[src/rtl/rcwc_pkg.sv]
package rcwc_pkg;

  typedef struct packed {
    logic signed [15:0] robot_x;
    logic signed [15:0] robot_y;
    logic [15:0]        robot_heading;
    logic [13:0]        distance_mm;
    logic [5:0]         confidence;
  } rcwc_in_t;

  typedef struct packed {
    logic [1:0]         coord_kind;
    logic signed [15:0] coord_value;
    logic [2:0]         wall_hit;
  } rcwc_out_t;

  typedef struct packed {
    logic signed [31:0] x;
    logic signed [31:0] y;
    logic signed [32:0] z;
    logic               neg;
  } rcwc_rot_t;

  typedef struct packed {
    logic signed [15:0] rx;
    logic signed [15:0] ry;
    logic [13:0]        dist_mm;
    logic               rej;
  } rcwc_side_t;

  localparam logic [1:0] KIND_INVALID = 2'd0;
  localparam logic [1:0] KIND_X       = 2'd1;
  localparam logic [1:0] KIND_Y       = 2'd2;

  localparam logic [2:0] WALL_NONE  = 3'd0;
  localparam logic [2:0] WALL_NORTH = 3'd1;
  localparam logic [2:0] WALL_EAST  = 3'd2;
  localparam logic [2:0] WALL_SOUTH = 3'd3;
  localparam logic [2:0] WALL_WEST  = 3'd4;

  localparam logic [2:0] REG_MOUNT_DIST  = 3'd0;
  localparam logic [2:0] REG_MOUNT_ANGLE = 3'd1;
  localparam logic [2:0] REG_RAY_ANGLE   = 3'd2;
  localparam logic [2:0] REG_ANGLE_TOL   = 3'd3;
  localparam logic [2:0] REG_MAX_DIST    = 3'd4;
  localparam logic [2:0] REG_MIN_CONF    = 3'd5;
  localparam logic [2:0] REG_FIELD_HALF  = 3'd6;

  localparam logic [13:0]        LOW_CONF_MM = 14'd200;
  localparam logic [30:0]        TRIG_EPS    = 31'd1073;
  localparam logic signed [31:0] CORDIC_GAIN = 32'sd652032874;

  function automatic logic [31:0] atan_turn32(input int i);
    logic [31:0] a;
    case (i)
      0:  a = 32'd536870912;
      1:  a = 32'd316933405;
      2:  a = 32'd167458907;
      3:  a = 32'd85004756;
      4:  a = 32'd42667331;
      5:  a = 32'd21354465;
      6:  a = 32'd10680862;
      7:  a = 32'd5340245;
      8:  a = 32'd2670163;
      9:  a = 32'd1335086;
      10: a = 32'd667544;
      11: a = 32'd333772;
      12: a = 32'd166886;
      13: a = 32'd83443;
      14: a = 32'd41721;
      15: a = 32'd20860;
      16: a = 32'd10430;
      17: a = 32'd5215;
      18: a = 32'd2607;
      19: a = 32'd1303;
      20: a = 32'd651;
      21: a = 32'd325;
      22: a = 32'd162;
      23: a = 32'd81;
      default: a = 32'd0;
    endcase
    return a;
  endfunction

endpackage

[src/rtl/rcwc_cordic_cell.sv]
module rcwc_cordic_cell import rcwc_pkg::*; #(
  parameter int I = 0
) (
  input  logic       clk,
  input  logic       en,
  input  rcwc_rot_t  a_in,
  input  rcwc_rot_t  b_in,
  input  rcwc_side_t side_in,
  output rcwc_rot_t  a_out,
  output rcwc_side_t side_out,
  output rcwc_rot_t  b_out
);

  localparam logic signed [32:0] ATAN = $signed({1'b0, atan_turn32(I)});

  rcwc_rot_t  a_r, b_r;
  rcwc_side_t side_r;

  function automatic rcwc_rot_t rot_step(input rcwc_rot_t v);
    rcwc_rot_t o;
    logic signed [31:0] dx, dy;
    dx = v.y >>> I;
    dy = v.x >>> I;
    o = v;
    if (v.z >= 0) begin
      o.x = v.x - dx;
      o.y = v.y + dy;
      o.z = v.z - ATAN;
    end else begin
      o.x = v.x + dx;
      o.y = v.y - dy;
      o.z = v.z + ATAN;
    end
    return o;
  endfunction

  always_ff @(posedge clk) begin
    if (en) begin
      a_r <= rot_step(a_in);
      b_r <= rot_step(b_in);
      side_r <= side_in;
    end
  end

  assign a_out = a_r;
  assign b_out = b_r;
  assign side_out = side_r;

endmodule
[config.mk]
export PLATFORM = sky130hd
export DESIGN_NAME = rcwc_cordic_cell
export DESIGN_NICKNAME = d
export VERILOG_FILES = /design/src/rtl/rcwc_pkg.sv /design/src/rtl/rcwc_cordic_cell.sv
export SDC_FILE = /design/constraint.sdc
export NUM_CORES = 1
export LEC_CHECK = 0
export BUFFER_PORTS_ARGS = -buffer_cell sky130_fd_sc_hd__buf_4
export CORE_MARGIN = 8
export CORE_UTILIZATION = 43
export DETAILED_ROUTE_END_ITERATION = 7
export PLACE_DENSITY = 0.8
export SYNTH_ARGS = -nofsm -noshare
export SYNTH_HDL_FRONTEND = slang
export SYNTH_SLANG_ARGS = --single-unit
[constraint.sdc]
create_clock -name clk -period 3.95 [get_ports clk]
set_input_delay 0.9875 -clock clk [delete_from_list [all_inputs] [get_ports clk]]
set_output_delay 0.9875 -clock clk [all_outputs]
set_load 0.02 [all_outputs]
==> results.json <==
{
  "wirelength_um": 68300,
  "cts_root_buf": "clkbuf_16",
  "dp_slack_ns": -0.225,
  "clk_path_buf_depth": 3,
  "synth_nets": 2363,
  "rows": 75,
  "max_slew.worst_pin.slew_ns": 0.941,
  "cts_buffers": 29,
  "relSlewSlack_pct": 37.3,
  "ctsHoldBuffers": 0,
  "via_per_inst": 5.58,
  "die_x_um": 221,
  "cts_setup_buffers": 0,
  "grt_pass1_vias": 17300,
  "period_share_pct": 92.7,
  "setup_viol": 0,
  "initial_utilization_pct": 43.3,
  "grt_max_degree": 91,
  "fin_nets": 2969,
  "min_period_ns": 3.66,
  "worst_slack_ns": 0.288,
  "p_leak_nw": 11.2,
  "drive_gt1_share_pct": 29.2,
  "outcome": "finished clean",
  "hold_viol": 0,
  "internal-power_mw": 6.19,
  "syn-cell-area_sq_mm": 0.0181,
  "final_cells": 3071,
  "seq_power_share_pct": 36.2,
  "end_kind": "flop",
  "max_freq_mhz": 273,
  "hold_class": "input pin to flop",
  "tritoncts": "built",
  "setup_tns_ns": 0,
  "grt_antenna_before_repair": 7,
  "cts_sinks": 241,
  "synthFlopType": "edfxtp_1",
  "mostFrequentLayoutCells": "buf_4, edfxtp_1, a21oi_1, ha_1, inv_1",
  "rsz0062_at_grt": "false",
  "crit_path_start_kind": "input pin",
  "p_sw_share_pct": 34.1,
  "pwr-share-comb_pct": 35.1,
  "areaGrowthSynthToFinish_pct": 34.7,
  "clkPwrFrac_pct": 28.7,
  "core_sq_mm": 0.0418,
  "ant_nets": 0,
  "synthCells": 1900,
  "fillers": 3555,
  "grt_overflow": 0,
  "maxCapViolations": 0,
  "synth-seq-area-share_pct": 40.0,
  "hold_ws_ns": 0.580,
  "dieArea_sq_mm": 0.0489,
  "synth_edf_count": 241,
  "cts_resized": 0,
  "ys.warnings.count": 0,
  "io_buffer_count": 487,
  "path_clk_slew_ns": 0.07,
  "htree_num_levels": 1,
  "synth_top_area_cell": "edfxtp_1",
  "peakVddDrop_mv": 0.315,
  "fp.dieH_um": 221,
  "ios": 488,
  "grt_usage_pct": 26.5,
  "required_ns": 4.27,
  "path_class": "input pin to flop",
  "grt_pass1_wl_um": 103000,
  "power_density_mw_per_mm2": 385,
  "async_flop_share_pct": 0,
  "crit_arrival_ns": 3.98,
  "routedWlPerCell_um": 22.2,
  "detail_route.first_pass.iterations": 7,
  "dp_hpwl_um": 55400,
  "drv_slew": 0,
  "ys_top_cells_by_area": "edfxtp_1, ha_1, a21oi_1",
  "power_switching_mw": 3.21,
  "ys_types": 81,
  "gp_congestion": 0.960,
  "worstPathMaxFanout": 4,
  "drt_iter0_drc": 1884,
  "dpl.cell_count": 3014,
  "syn_area_per_cell_sq_um": 9.53,
  "mostFrequentLayoutCell": "buf_4",
  "remaining_drc_errors": 0,
  "ys_ff_latch": 241,
  "synth_top_area_share_pct": 40.0,
  "vias": 17100
}
-- flip-flops by register name, indices dropped and copies added (netlist names) --
name,cells
a_out,97
side_out,47
b_out,97
-- synthesized netlist by cell type (all sizes together), types with 5 or more instances --
cell	number
a31oi	16
nor3	28
nand3	24
o31ai	15
o2111ai	5
a21oi	233
a211oi	14
o21bai	41
o22ai	6
o21a	15
or4	6
nand3b	6
nand2b	15
o211ai	12
a2111oi	7
nand4	22
o31a	5
mux2i	21
a21o	44
or3	7
o41ai	6
or2	10
clkbuf	55
ha	210
nor2b	19
nand2	84
inv	197
a221oi	6
edfxtp	241
buf	31
clkinv	5
xnor2	105
nor2	169
nor4	12
o21ai	123
fa	8
xor2	17
-- power by group through the flow --
stage	clock [mW]	combinational [mW]	sequential, mW
finish	2.70	3.30	3.40
CTS	2.75	3.28	3.40
global placement	0	3.22	3.44
detailed placement	0	3.26	3.44
global route	2.84	3.53	3.42
floorplan	0	1.33	3.81
-- final cells by class --
type	instances	area [sq um]	area share, %
well taps	539	674	2.76
repair buffers	661	5020	20.6
clock buffers	33	741	3.04
diodes	5	12.5	0.0513
multi-input cells	1371	9750	40.0
flip-flops and latches	241	7240	29.7
inverters	202	758	3.11
clock inverters	19	203	0.831
-- through the flow --
stage | power, mW | util [%] | instance area (sq um)
floorplan | 5.14 | - | 18100
CTS | 9.42 | 58.4 | 24400
finish | 9.40 | 58.4 | 24400
global route | 9.79 | 58.4 | 24400
global placement | 6.66 | 56.1 | 23400
detailed placement | 6.69 | 56.1 | 23400
-- per-layer routing --
metal	share of wire, %	wire [um]	vias up	track usage, %
met4	3.7	2530	2	9.99
met1	42	28700	8194	34.6
met5	0.019	13	-	0
met3	7.4	5040	144	4.56
met2	47	32100	827	43.7
li1	-	-	7980	-
-- cells by family (layout without fill, tap and decap cells) --
family	count (synthesis)	in the layout	synth area share, %
buffers and inverters	288	915	6.18
AND/OR/NAND/NOR	415	415	10.8
multiplexers	23	23	1.29
XOR/XNOR	122	122	5.90
other	0	5	0
adder cells (fa/ha/maj)	218	218	15.4
AO/OA/AOI/OAI	593	593	20.5
flip-flops	241	241	40.0
-- worst max-delay path, stage by stage --
cell       delay [ns]
buf_4            0.11
ha_1             0.24
fa_1             0.42
nor2b_1          0.18
o21a_1           0.18
o2111ai_1        0.30
a2111oi_2        0.16
o21ai_1          0.31
a211oi_1         0.14
buf_4            0.17
nor3_1           0.33
o21ai_0          0.16
a31oi_1          0.21
xor2_1           0.09
-- path summary, 6_finish.rpt --
path | start | end | slack, ns | cells after the start
setup / recovery | a_in[34] | a_out[96]$_DFFE_PP_ | 0.29 | 14
hold / removal | side_in[15] | side_out[15]$_DFFE_PP_ | 0.58 | 1
(Power assumes the default switching activity.)
