==> config.mk <==
export PLATFORM = sky130hd
export DESIGN_NAME = rcwc_div127
export DESIGN_NICKNAME = d
export VERILOG_FILES = /design/src/rtl/rcwc_pkg.sv /design/src/rtl/rcwc_div127.sv
export SDC_FILE = /design/constraint.sdc
export NUM_CORES = 1
export LEC_CHECK = 0
export ABC_AREA = 1
export BUFFER_PORTS_ARGS = -buffer_cell sky130_fd_sc_hd__buf_2
export CAP_MARGIN = 25
export CORE_ASPECT_RATIO = 0.9
export CORE_MARGIN = 3
export CORE_UTILIZATION = 45
export CTS_CLUSTER_DIAMETER = 100
export CTS_CLUSTER_SIZE = 30
export DETAILED_ROUTE_END_ITERATION = 6
export SETUP_SLACK_MARGIN = 0.02
export SYNTH_ARGS = -nofsm -noshare
export SYNTH_HDL_FRONTEND = slang
export SYNTH_SLANG_ARGS = --single-unit
==> constraint.sdc <==
create_clock -name clk -period 6.08 [get_ports clk]
set_input_delay 1.216 -clock clk [delete_from_list [all_inputs] [get_ports clk]]
set_output_delay 1.216 -clock clk [all_outputs]
set_load 0.1 [all_outputs]
==> src/rtl/rcwc_pkg.sv <==
package rcwc_pkg;

  typedef struct packed {
    logic signed [15:0] robot_x;
    logic signed [15:0] robot_y;
    logic [15:0]        robot_heading;
    logic [13:0]        distance_mm;
    logic [5:0]         confidence;
  } rcwc_in_t;

  typedef struct packed {
    logic [1:0]         coord_kind;
    logic signed [15:0] coord_value;
    logic [2:0]         wall_hit;
  } rcwc_out_t;

  typedef struct packed {
    logic signed [31:0] x;
    logic signed [31:0] y;
    logic signed [32:0] z;
    logic               neg;
  } rcwc_rot_t;

  typedef struct packed {
    logic signed [15:0] rx;
    logic signed [15:0] ry;
    logic [13:0]        dist_mm;
    logic               rej;
  } rcwc_side_t;

  localparam logic [1:0] KIND_INVALID = 2'd0;
  localparam logic [1:0] KIND_X       = 2'd1;
  localparam logic [1:0] KIND_Y       = 2'd2;

  localparam logic [2:0] WALL_NONE  = 3'd0;
  localparam logic [2:0] WALL_NORTH = 3'd1;
  localparam logic [2:0] WALL_EAST  = 3'd2;
  localparam logic [2:0] WALL_SOUTH = 3'd3;
  localparam logic [2:0] WALL_WEST  = 3'd4;

  localparam logic [2:0] REG_MOUNT_DIST  = 3'd0;
  localparam logic [2:0] REG_MOUNT_ANGLE = 3'd1;
  localparam logic [2:0] REG_RAY_ANGLE   = 3'd2;
  localparam logic [2:0] REG_ANGLE_TOL   = 3'd3;
  localparam logic [2:0] REG_MAX_DIST    = 3'd4;
  localparam logic [2:0] REG_MIN_CONF    = 3'd5;
  localparam logic [2:0] REG_FIELD_HALF  = 3'd6;

  localparam logic [13:0]        LOW_CONF_MM = 14'd200;
  localparam logic [30:0]        TRIG_EPS    = 31'd1073;
  localparam logic signed [31:0] CORDIC_GAIN = 32'sd652032874;

  function automatic logic [31:0] atan_turn32(input int i);
    logic [31:0] a;
    case (i)
      0:  a = 32'd536870912;
      1:  a = 32'd316933405;
      2:  a = 32'd167458907;
      3:  a = 32'd85004756;
      4:  a = 32'd42667331;
      5:  a = 32'd21354465;
      6:  a = 32'd10680862;
      7:  a = 32'd5340245;
      8:  a = 32'd2670163;
      9:  a = 32'd1335086;
      10: a = 32'd667544;
      11: a = 32'd333772;
      12: a = 32'd166886;
      13: a = 32'd83443;
      14: a = 32'd41721;
      15: a = 32'd20860;
      16: a = 32'd10430;
      17: a = 32'd5215;
      18: a = 32'd2607;
      19: a = 32'd1303;
      20: a = 32'd651;
      21: a = 32'd325;
      22: a = 32'd162;
      23: a = 32'd81;
      default: a = 32'd0;
    endcase
    return a;
  endfunction

endpackage

==> src/rtl/rcwc_div127.sv <==
module rcwc_div127 import rcwc_pkg::*; #(
  parameter int W = 31
) (
  input  logic           clk,
  input  logic           en1,
  input  logic           en2,
  input  logic [W-1:0]   x,
  output logic [W-7:0]   q,
  output logic [6:0]     r
);

  localparam int QW = W - 6;
  localparam logic [QW-1:0] MUL = QW'((64'd1 << W) / 64'd127);

  logic [W-1:0]    x_r;
  logic [W+QW-1:0] p_r;
  logic [W+QW-1:0] p_nxt;
  logic [QW-1:0]   qe;
  logic [W-1:0]    rf;
  logic [QW-1:0]   q_r, q_nxt;
  logic [6:0]      r_r, r_nxt;

  assign p_nxt = (W+QW)'(x) * (W+QW)'(MUL);

  always_comb begin
    qe = p_r[W+QW-1:W];
    rf = x_r - (W'({qe, 7'b0}) - W'(qe));
    if (rf >= W'(127)) begin
      q_nxt = qe + QW'(1);
      r_nxt = 7'(rf - W'(127));
    end else begin
      q_nxt = qe;
      r_nxt = rf[6:0];
    end
  end

  always_ff @(posedge clk) begin
    if (en1) begin
      x_r <= x;
      p_r <= p_nxt;
    end
    if (en2) begin
      q_r <= q_nxt;
      r_r <= r_nxt;
    end
  end

  assign q = q_r;
  assign r = r_r;

endmodule

==> impl_metrics.tcl <==
set metrics [dict create \
    status "completed" \
    cp_max_fo 4 \
    cts-root-buf "clkbuf_16" \
    min_period_ns 5.201 \
    insertion_delay_ns 0.36 \
    wl_um 37300 \
    finalHoldViolCount 0 \
    first_global_vias 10030 \
    coreArea_um2 26420 \
    synth_edf_count 88 \
    rows 56 \
    slew_headroom 0.4767 \
    diodes 0 \
    synth_nets 1979 \
    syn_inst 1691 \
    grt_max_degree 57 \
    ys_types 41 \
    dp_hpwl_um 32300 \
    seqCellArea_um2 2643 \
    grt_pass1_wl_um 56750 \
    fmaxAchievable_mhz 192.3 \
    cp.required_ns 6.20 \
    die_y_um 162.4 \
    crit_arrival_ns 5.32 \
    routed-via-count 10790 \
    post-route-period-util 0.8555 \
    drive_gt1_frac 0.08149 \
    io_buffer_count 65 \
    rsz0062_at_grt "no" \
    setup_violations 0 \
    clock_skew_ns 0.01123 \
    gp_congestion 0.9659 \
    cts_sinks 88 \
    yosysSeqAreaShare 0.2161 \
    initial_core_util 0.4629 \
    postCtsHoldBufs 0 \
    cts_setup_buffers 0 \
    mostFrequentLayoutCell "nand2_1" \
    die_x_um 179.8 \
    multi_input_area_um2 8192 \
    firstDrtPassIters 5 \
    synth_ff_type "edfxtp_1" \
    clk_pin_slew_ns 0.08 \
    worst_pin_slew_ns 0.7790 \
    yosys_warnings 0 \
    critical_path.startpoint_type "input port" \
    synth-async-reset-ratio 0 \
    maxCapViolations 0 \
    drc 0 \
    cts_tree "yes" \
    overflow 0 \
    hold_class "reg2reg" \
    layout-area-overhead-vs-synth_pct 8.341 \
    cts_buffers 9 \
    ioPinCount 66 \
    antenna_found_initial 0 \
    die-area_um2 29190 \
    drv_slew 0 \
    layout_common_cells "nand2_1 (458), inv_1 (339), ha_1 (210)" \
    viasPerCell 5.100 \
    criticalPathCategory "in2reg" \
    finalSetupTns_ns 0 \
    worst_setup_path_end_kind "flip-flop" \
    ctsResizeCount 0 \
    routedWlPerCell_um 17.63 \
    grt_use_total 0.2544 \
    ys_seq_elements 88 \
    syn_avg_cell_area_um2 7.230 \
    nets 2050 \
    nFillCells 2741 \
    drtAntennaViolNets 0 \
    drtIter0Drc 819 \
    htreeDepth 3 \
    synthesis.area_um2 12230 \
    cts_max_path_buffers 2 \
]
[metrics by stage]
| step | utilization | setup slack (ns) | cell area, µm² | instances | hold slack, ns |
|---|---|---|---|---|---|
| after floorplan | - | 1.047 | 12230 | 1691 | 0.5466 |
| after global placement | 0.4901 | 0.5815 | 12950 | 2099 | 0.5822 |
| after detailed placement | 0.4901 | 0.5441 | 12950 | 2099 | 0.5956 |
| after CTS | 0.5015 | 0.9110 | 13250 | 2115 | 0.6136 |
| after global routing | 0.5015 | 0.4667 | 13250 | 2115 | 0.6640 |
| final | 0.5015 | 0.8786 | 13250 | 2115 | 0.6135 |
[sequential cells by signal (all words and copies together), names as in the netlist]
name / flops
r: 7
x_r: 31
q: 25
p_r: 25
[synthesized netlist by cell type (3+ instances only)]
| library cell | n | area share |
|---|---|---|
| nand2_1 | 458 | 0.14 |
| inv_1 | 339 | 0.10 |
| ha_1 | 210 | 0.21 |
| nor2_1 | 135 | 0.041 |
| nand3_1 | 104 | 0.043 |
| edfxtp_1 | 88 | 0.22 |
| a21oi_1 | 57 | 0.023 |
| xor2_1 | 46 | 0.033 |
| fa_1 | 44 | 0.072 |
| o21ai_0 | 34 | 0.014 |
| nand4_1 | 23 | 0.012 |
| nand2_2 | 22 | 0.011 |
| nor3_1 | 20 | 0.0082 |
| a21o_1 | 13 | 0.0080 |
| inv_2 | 13 | 0.0040 |
| a31oi_1 | 12 | 0.0061 |
| nor2_2 | 8 | 0.0041 |
| o21bai_1 | 8 | 0.0049 |
| xnor2_1 | 8 | 0.0057 |
| nor4_1 | 7 | 0.0036 |
| nand3b_1 | 6 | 0.0037 |
| nand3_2 | 5 | 0.0041 |
| nor2_4 | 5 | 0.0046 |
| o21a_1 | 3 | 0.0018 |
[critical path: stages]
cell and delay [ns]:
buf_2 0.23, ha_1 0.30, fa_1 0.50, inv_1 0.05, fa_1 0.49, inv_1 0.04
ha_1 0.28, ha_1 0.30, ha_1 0.37, nand2_1 0.11, nor2_1 0.18, inv_1 0.06
nor3_1 0.22, nand3b_1 0.11, nand3_1 0.20, nand2_1 0.09, o21bai_1 0.27, nand2_1 0.09
nor2_1 0.13, nor2_1 0.06
[per-layer routing]
layer	share of wire	wire, µm	vias to the layer above	track usage
met5	0	0	-	0
met2	0.43	16010	294	0.3954
met1	0.48	17790	4909	0.3649
li1	-	-	5551	-
met3	0.078	2891	33	0.05962
met4	0.016	606	0	0.05097
[area by class of cell]
class / count / area share
clock buffers: 9 / 0.01700
clock inverters: 7 / 0.005667
inverters: 354 / 0.1003
multi-input cells: 1241 / 0.6184
flip-flops and latches: 88 / 0.1995
well taps: 348 / 0.03287
repair buffers: 68 / 0.02626
[worst paths after layout]
path,cells past startpoint,from,end,slack (ns)
max,20,x[16],p_r[54],0.88
min,2,p_r[55],q[24],0.61
max reg2reg,21,p_r[41],q[11],1.51
min reg2reg,2,p_r[55],q[24],0.61
[logic make-up (layout without fill, tap and decap cells)]
logic type                 count (synthesis)  count (layout)  share of synthesized area
AOI/OAI and AO/OA                        133             133                    0.06222
and+or+nand+nor                          800             800                     0.2821
adders and majority gates                254             254                     0.2869
DFF                                       88              88                     0.2161
buffers and inverters                    362             438                     0.1139
xor gates and xnor gates                  54              54                    0.03868
Power is not shown: default switching activity piles up to over one toggle a cycle in this logic, so the estimate is an artifact.
