===== src/rtl/rcwc_pkg.sv =====
package rcwc_pkg;

  typedef struct packed {
    logic signed [15:0] robot_x;
    logic signed [15:0] robot_y;
    logic [15:0]        robot_heading;
    logic [13:0]        distance_mm;
    logic [5:0]         confidence;
  } rcwc_in_t;

  typedef struct packed {
    logic [1:0]         coord_kind;
    logic signed [15:0] coord_value;
    logic [2:0]         wall_hit;
  } rcwc_out_t;

  typedef struct packed {
    logic signed [31:0] x;
    logic signed [31:0] y;
    logic signed [32:0] z;
    logic               neg;
  } rcwc_rot_t;

  typedef struct packed {
    logic signed [15:0] rx;
    logic signed [15:0] ry;
    logic [13:0]        dist_mm;
    logic               rej;
  } rcwc_side_t;

  localparam logic [1:0] KIND_INVALID = 2'd0;
  localparam logic [1:0] KIND_X       = 2'd1;
  localparam logic [1:0] KIND_Y       = 2'd2;

  localparam logic [2:0] WALL_NONE  = 3'd0;
  localparam logic [2:0] WALL_NORTH = 3'd1;
  localparam logic [2:0] WALL_EAST  = 3'd2;
  localparam logic [2:0] WALL_SOUTH = 3'd3;
  localparam logic [2:0] WALL_WEST  = 3'd4;

  localparam logic [2:0] REG_MOUNT_DIST  = 3'd0;
  localparam logic [2:0] REG_MOUNT_ANGLE = 3'd1;
  localparam logic [2:0] REG_RAY_ANGLE   = 3'd2;
  localparam logic [2:0] REG_ANGLE_TOL   = 3'd3;
  localparam logic [2:0] REG_MAX_DIST    = 3'd4;
  localparam logic [2:0] REG_MIN_CONF    = 3'd5;
  localparam logic [2:0] REG_FIELD_HALF  = 3'd6;

  localparam logic [13:0]        LOW_CONF_MM = 14'd200;
  localparam logic [30:0]        TRIG_EPS    = 31'd1073;
  localparam logic signed [31:0] CORDIC_GAIN = 32'sd652032874;

  function automatic logic [31:0] atan_turn32(input int i);
    logic [31:0] a;
    case (i)
      0:  a = 32'd536870912;
      1:  a = 32'd316933405;
      2:  a = 32'd167458907;
      3:  a = 32'd85004756;
      4:  a = 32'd42667331;
      5:  a = 32'd21354465;
      6:  a = 32'd10680862;
      7:  a = 32'd5340245;
      8:  a = 32'd2670163;
      9:  a = 32'd1335086;
      10: a = 32'd667544;
      11: a = 32'd333772;
      12: a = 32'd166886;
      13: a = 32'd83443;
      14: a = 32'd41721;
      15: a = 32'd20860;
      16: a = 32'd10430;
      17: a = 32'd5215;
      18: a = 32'd2607;
      19: a = 32'd1303;
      20: a = 32'd651;
      21: a = 32'd325;
      22: a = 32'd162;
      23: a = 32'd81;
      default: a = 32'd0;
    endcase
    return a;
  endfunction

endpackage


===== src/rtl/rcwc_turn.sv =====
module rcwc_turn import rcwc_pkg::*; (
  input  logic               clk,
  input  logic               en1,
  input  logic               en2,
  input  logic               en3,
  input  logic [15:0]        d,
  output logic signed [32:0] z,
  output logic               neg
);

  localparam logic [32:0] RECIP = 33'((64'd1 << 48) / 64'd36000);

  logic [15:0]        d_r;
  logic [48:0]        p_r;
  logic [31:0]        ang_r, ang_nxt;
  logic [31:0]        qe;
  logic [47:0]        nn, rr;
  logic signed [32:0] zs, z_r, z_nxt;
  logic               neg_r, neg_nxt;

  always_comb begin
    qe = 32'((p_r + 49'd32768) >> 16);
    nn = {d_r, 32'b0} + 48'd18000;
    rr = nn - 48'(qe) * 48'd36000;
    ang_nxt = (rr >= 48'd36000) ? qe + 32'd1 : qe;
  end

  always_comb begin
    zs = $signed({ang_r[31], ang_r});
    z_nxt = zs;
    neg_nxt = 1'b0;
    if (zs > 33'sd1073741824) begin
      z_nxt = zs - 33'sd2147483648;
      neg_nxt = 1'b1;
    end else if (zs < -33'sd1073741824) begin
      z_nxt = zs + 33'sd2147483648;
      neg_nxt = 1'b1;
    end
  end

  always_ff @(posedge clk) begin
    if (en1) begin
      d_r <= d;
      p_r <= 49'(d) * 49'(RECIP);
    end
    if (en2) begin
      ang_r <= ang_nxt;
    end
    if (en3) begin
      z_r <= z_nxt;
      neg_r <= neg_nxt;
    end
  end

  assign z = z_r;
  assign neg = neg_r;

endmodule


===== config.mk =====
export PLATFORM = sky130hd
export DESIGN_NAME = rcwc_turn
export DESIGN_NICKNAME = d
export VERILOG_FILES = /design/src/rtl/rcwc_pkg.sv /design/src/rtl/rcwc_turn.sv
export SDC_FILE = /design/constraint.sdc
export NUM_CORES = 1
export LEC_CHECK = 0
export BUFFER_PORTS_ARGS = -buffer_cell sky130_fd_sc_hd__clkbuf_2
export CORE_UTILIZATION = 55
export DETAILED_ROUTE_END_ITERATION = 8
export GPL_ROUTABILITY_DRIVEN = 0
export GPL_TIMING_DRIVEN = 0
export HOLD_SLACK_MARGIN = 0.05
export PLACE_DENSITY = 0.79
export SLEW_MARGIN = 5
export SYNTH_ARGS = -nofsm -noshare
export SYNTH_HDL_FRONTEND = slang
export SYNTH_SLANG_ARGS = --single-unit

===== constraint.sdc =====
create_clock -name clk -period 13.1 [get_ports clk]
set_input_delay 2.62 -clock clk [delete_from_list [all_inputs] [get_ports clk]]
set_output_delay 2.62 -clock clk [all_outputs]
set_load 0.02 [all_outputs]

==> results.txt <==
Yosys Warn Count = 0
core area = 0.0346 mm²
Startpoint Class = flop
Via density = 5.94
Max Freq = 0.0819 GHz
status = completed
Crit-path slowest cell = fa_1
nets@finish = 2622
die area = 0.0360 mm²
CP Capture Type = flop
Critical Path AT = 12.35 ns
Die Y-Extent = 190 µm
antenna fix cells = 0
Setup CP Type = flop to flop
share of cells above drive strength 1 = 5.95%
MaxCap Viol Count = 0
adder-cell area share of the yosys netlist = 44.7%
DP HPWL = 39.1 mm
hold_buf cts = 0
htree depth = 4
all-layer global routing usage = 27.4%
CTS Buf Count = 17
clk buf depth = 2
Port Buffers = 53
Setup WS post-layout = 0.893 ns
final hold violations = 0
Synth Area in XOR/XNOR = 7.40%
vias post-DR = 14872
antenna violations before repair = 0
clock latency on the worst-skew pair = 0.44 ns
Tcrit/Tclk final = 93.2%
distinct cell type count after synthesis = 81
DR pass1 iterations = 8
syn avg cell area = 9.87 µm²
Top Family by Delay on Critical Path = compound AO/OA/AOI/OAI gates
Setup-failing EPs final = 0
post-synthesis simple-gate area fraction = 11.7%
Compound-Gate Fraction of Synth Area = 10.2%
initial drt markers = 1167
vias in the first global route = 15428
Fin Clk Skew = 0.00897 ns
Main synth FF type = edfxtp_1
count leader, synth = inv_1
CTS tree = done
syn nets = 2547
post-synthesis sequential area ratio = 17.8%
worst slack, placed = -0.0493 ns
mapped cell area = 0.0194 mm²
final hold slack = 0.448 ns
first-pass GRT wire length = 76.6 mm
Yosys top cell area share = 22.8%
synth top area cells = ha_1, fa_1, edfxtp_1, inv_1, xnor2_1
cell repeated most along the worst path = ha_1
Post-synth EDFFs = 115
Critical Path RT = 13.24 ns
ANT nets after route = 0
Async S/R FF share, synth = 0%
Die W = 190 µm
Residual DRC = 0
Final Instance Count excl. Fillers = 2505
Post-Syn Instances = 1962
#FFs+latches synth = 115
largest net degree at the start of global routing = 50
# rows = 68
HP Class = flop to flop
Synth area leader = ha_1
grt total ovfl = 0
clk sinks = 115
CP bufs+invs = 6
final slew viol count = 0
mux cell area share after synthesis = 0.588%
Final min period = 12.21 ns
Placed Cells = 2470
drt total wl = 47.3 mm
Commonest cells post-synth = inv_1, ha_1, fa_1, edfxtp_1, xnor2_1
Max Fanout on Critical Path = 10
Worst slew margin = 21.3%
I/O pin total = 54
largest stage delay on the critical path = 0.54 ns
largest family of logic cells by synthesized area = adder cells
WL per Instance = 18.9 µm
Area growth syn-to-layout = 8.22%
Slew @ Worst Pin = 1.18 ns
Initial Util = 55.9%
Clock Pin Slew Worst Setup and Hold Paths = 0.06 ns
clock root buffer = clkbuf_16
routing by layer:
metal	wire (µm)	global-route usage, %	vias up
met4	2060	12.5	0
met2	23600	48.5	549
met1	19100	32.9	7270
met3	2560	3.87	146
met5	0	0	-
li1	-	-	6907
worst reg2reg max path, delay by kind of cell (launching register included):
family	cells	cell delay, ns
buf+inv	6	0.85
xor+xnor	2	0.55
fa+ha+maj	7	2.84
simple gates	15	2.98
flops	1	0.41
compound gates	17	4.24
state kept, by name, indices dropped and copies added (netlist names):
signal and count:
p_r 33, z 33, ang_r 32, d_r 16
neg 1
path summary, 6_finish.rpt:
path | start | endpoint | slack (ns) | cells past startpoint
worst max-delay path | p_r[17]$_DFFE_PP_ | ang_r[29]$_DFFE_PP_ | 0.89 | 47
worst min register to register | ang_r[7]$_DFFE_PP_ | z[7]$_DFFE_PP_ | 0.45 | 0
worst min-delay path | ang_r[7]$_DFFE_PP_ | z[7]$_DFFE_PP_ | 0.45 | 0
worst max register to register | p_r[17]$_DFFE_PP_ | ang_r[29]$_DFFE_PP_ | 0.89 | 47
final cells by class:
class | instances | area, µm²
Buffer | 25 | 104
Clock buffer | 19 | 433
Clock inverter | 13 | 185
Fill cell | 2739 | 13700
Inverter | 360 | 1350
Multi-Input combinational cell | 1462 | 14600
Sequential cell | 115 | 3450
Tap cell | 455 | 569
Timing Repair Buffer | 56 | 288
what timing repair did:
action                                  CTS  global route
endpoints found under the setup margin   23            32
pin swaps                                 0             1
buffers inserted                          0             3
resized for setup                         3            13
per-stage QoR:
step	util, %	setup TNS, ns	cell area, µm²
6_report	60.5	0	21000
5_1_grt	60.5	-0.318	21000
4_1_cts	60.2	0	20800
3_5_place_dp	58.4	-0.337	20200
3_3_place_gp	58.4	0	20200
2_1_floorplan	-	0	19400
cell usage in the layout, fill, tap and decap left out, types with 28 or more instances in the layout:
| cell | synthesis | final |
|---|---|---|
| a21oi_1 | 66 | 66 |
| o21ai_0 | 49 | 48 |
| xnor2_1 | 99 | 92 |
| nand3_1 | 54 | 54 |
| ha_1 | 353 | 353 |
| fa_1 | 212 | 212 |
| xor2_1 | 62 | 60 |
| nor2_1 | 85 | 85 |
| edfxtp_1 | 115 | 115 |
| a21o_1 | 38 | 38 |
| clkbuf_2 | 0 | 53 |
| inv_1 | 360 | 360 |
| nor3_1 | 40 | 39 |
| nand2_1 | 86 | 86 |
| nand4_1 | 28 | 28 |
logic make-up (layout without fill, tap and decap cells):
logic type | after synthesis | count (layout)
multiplexers | 11 | 11
AND/OR/NAND/NOR | 434 | 434
adder cells (fa/ha/maj) | 565 | 565
flip-flops | 115 | 115
AO/OA/AOI/OAI | 290 | 290
buffers and inverters | 385 | 473
XOR/XNOR | 162 | 162
Power is left out: the tool's default activity adds up to more than one toggle a clock period on the data nets, which glitch-free logic cannot reach.
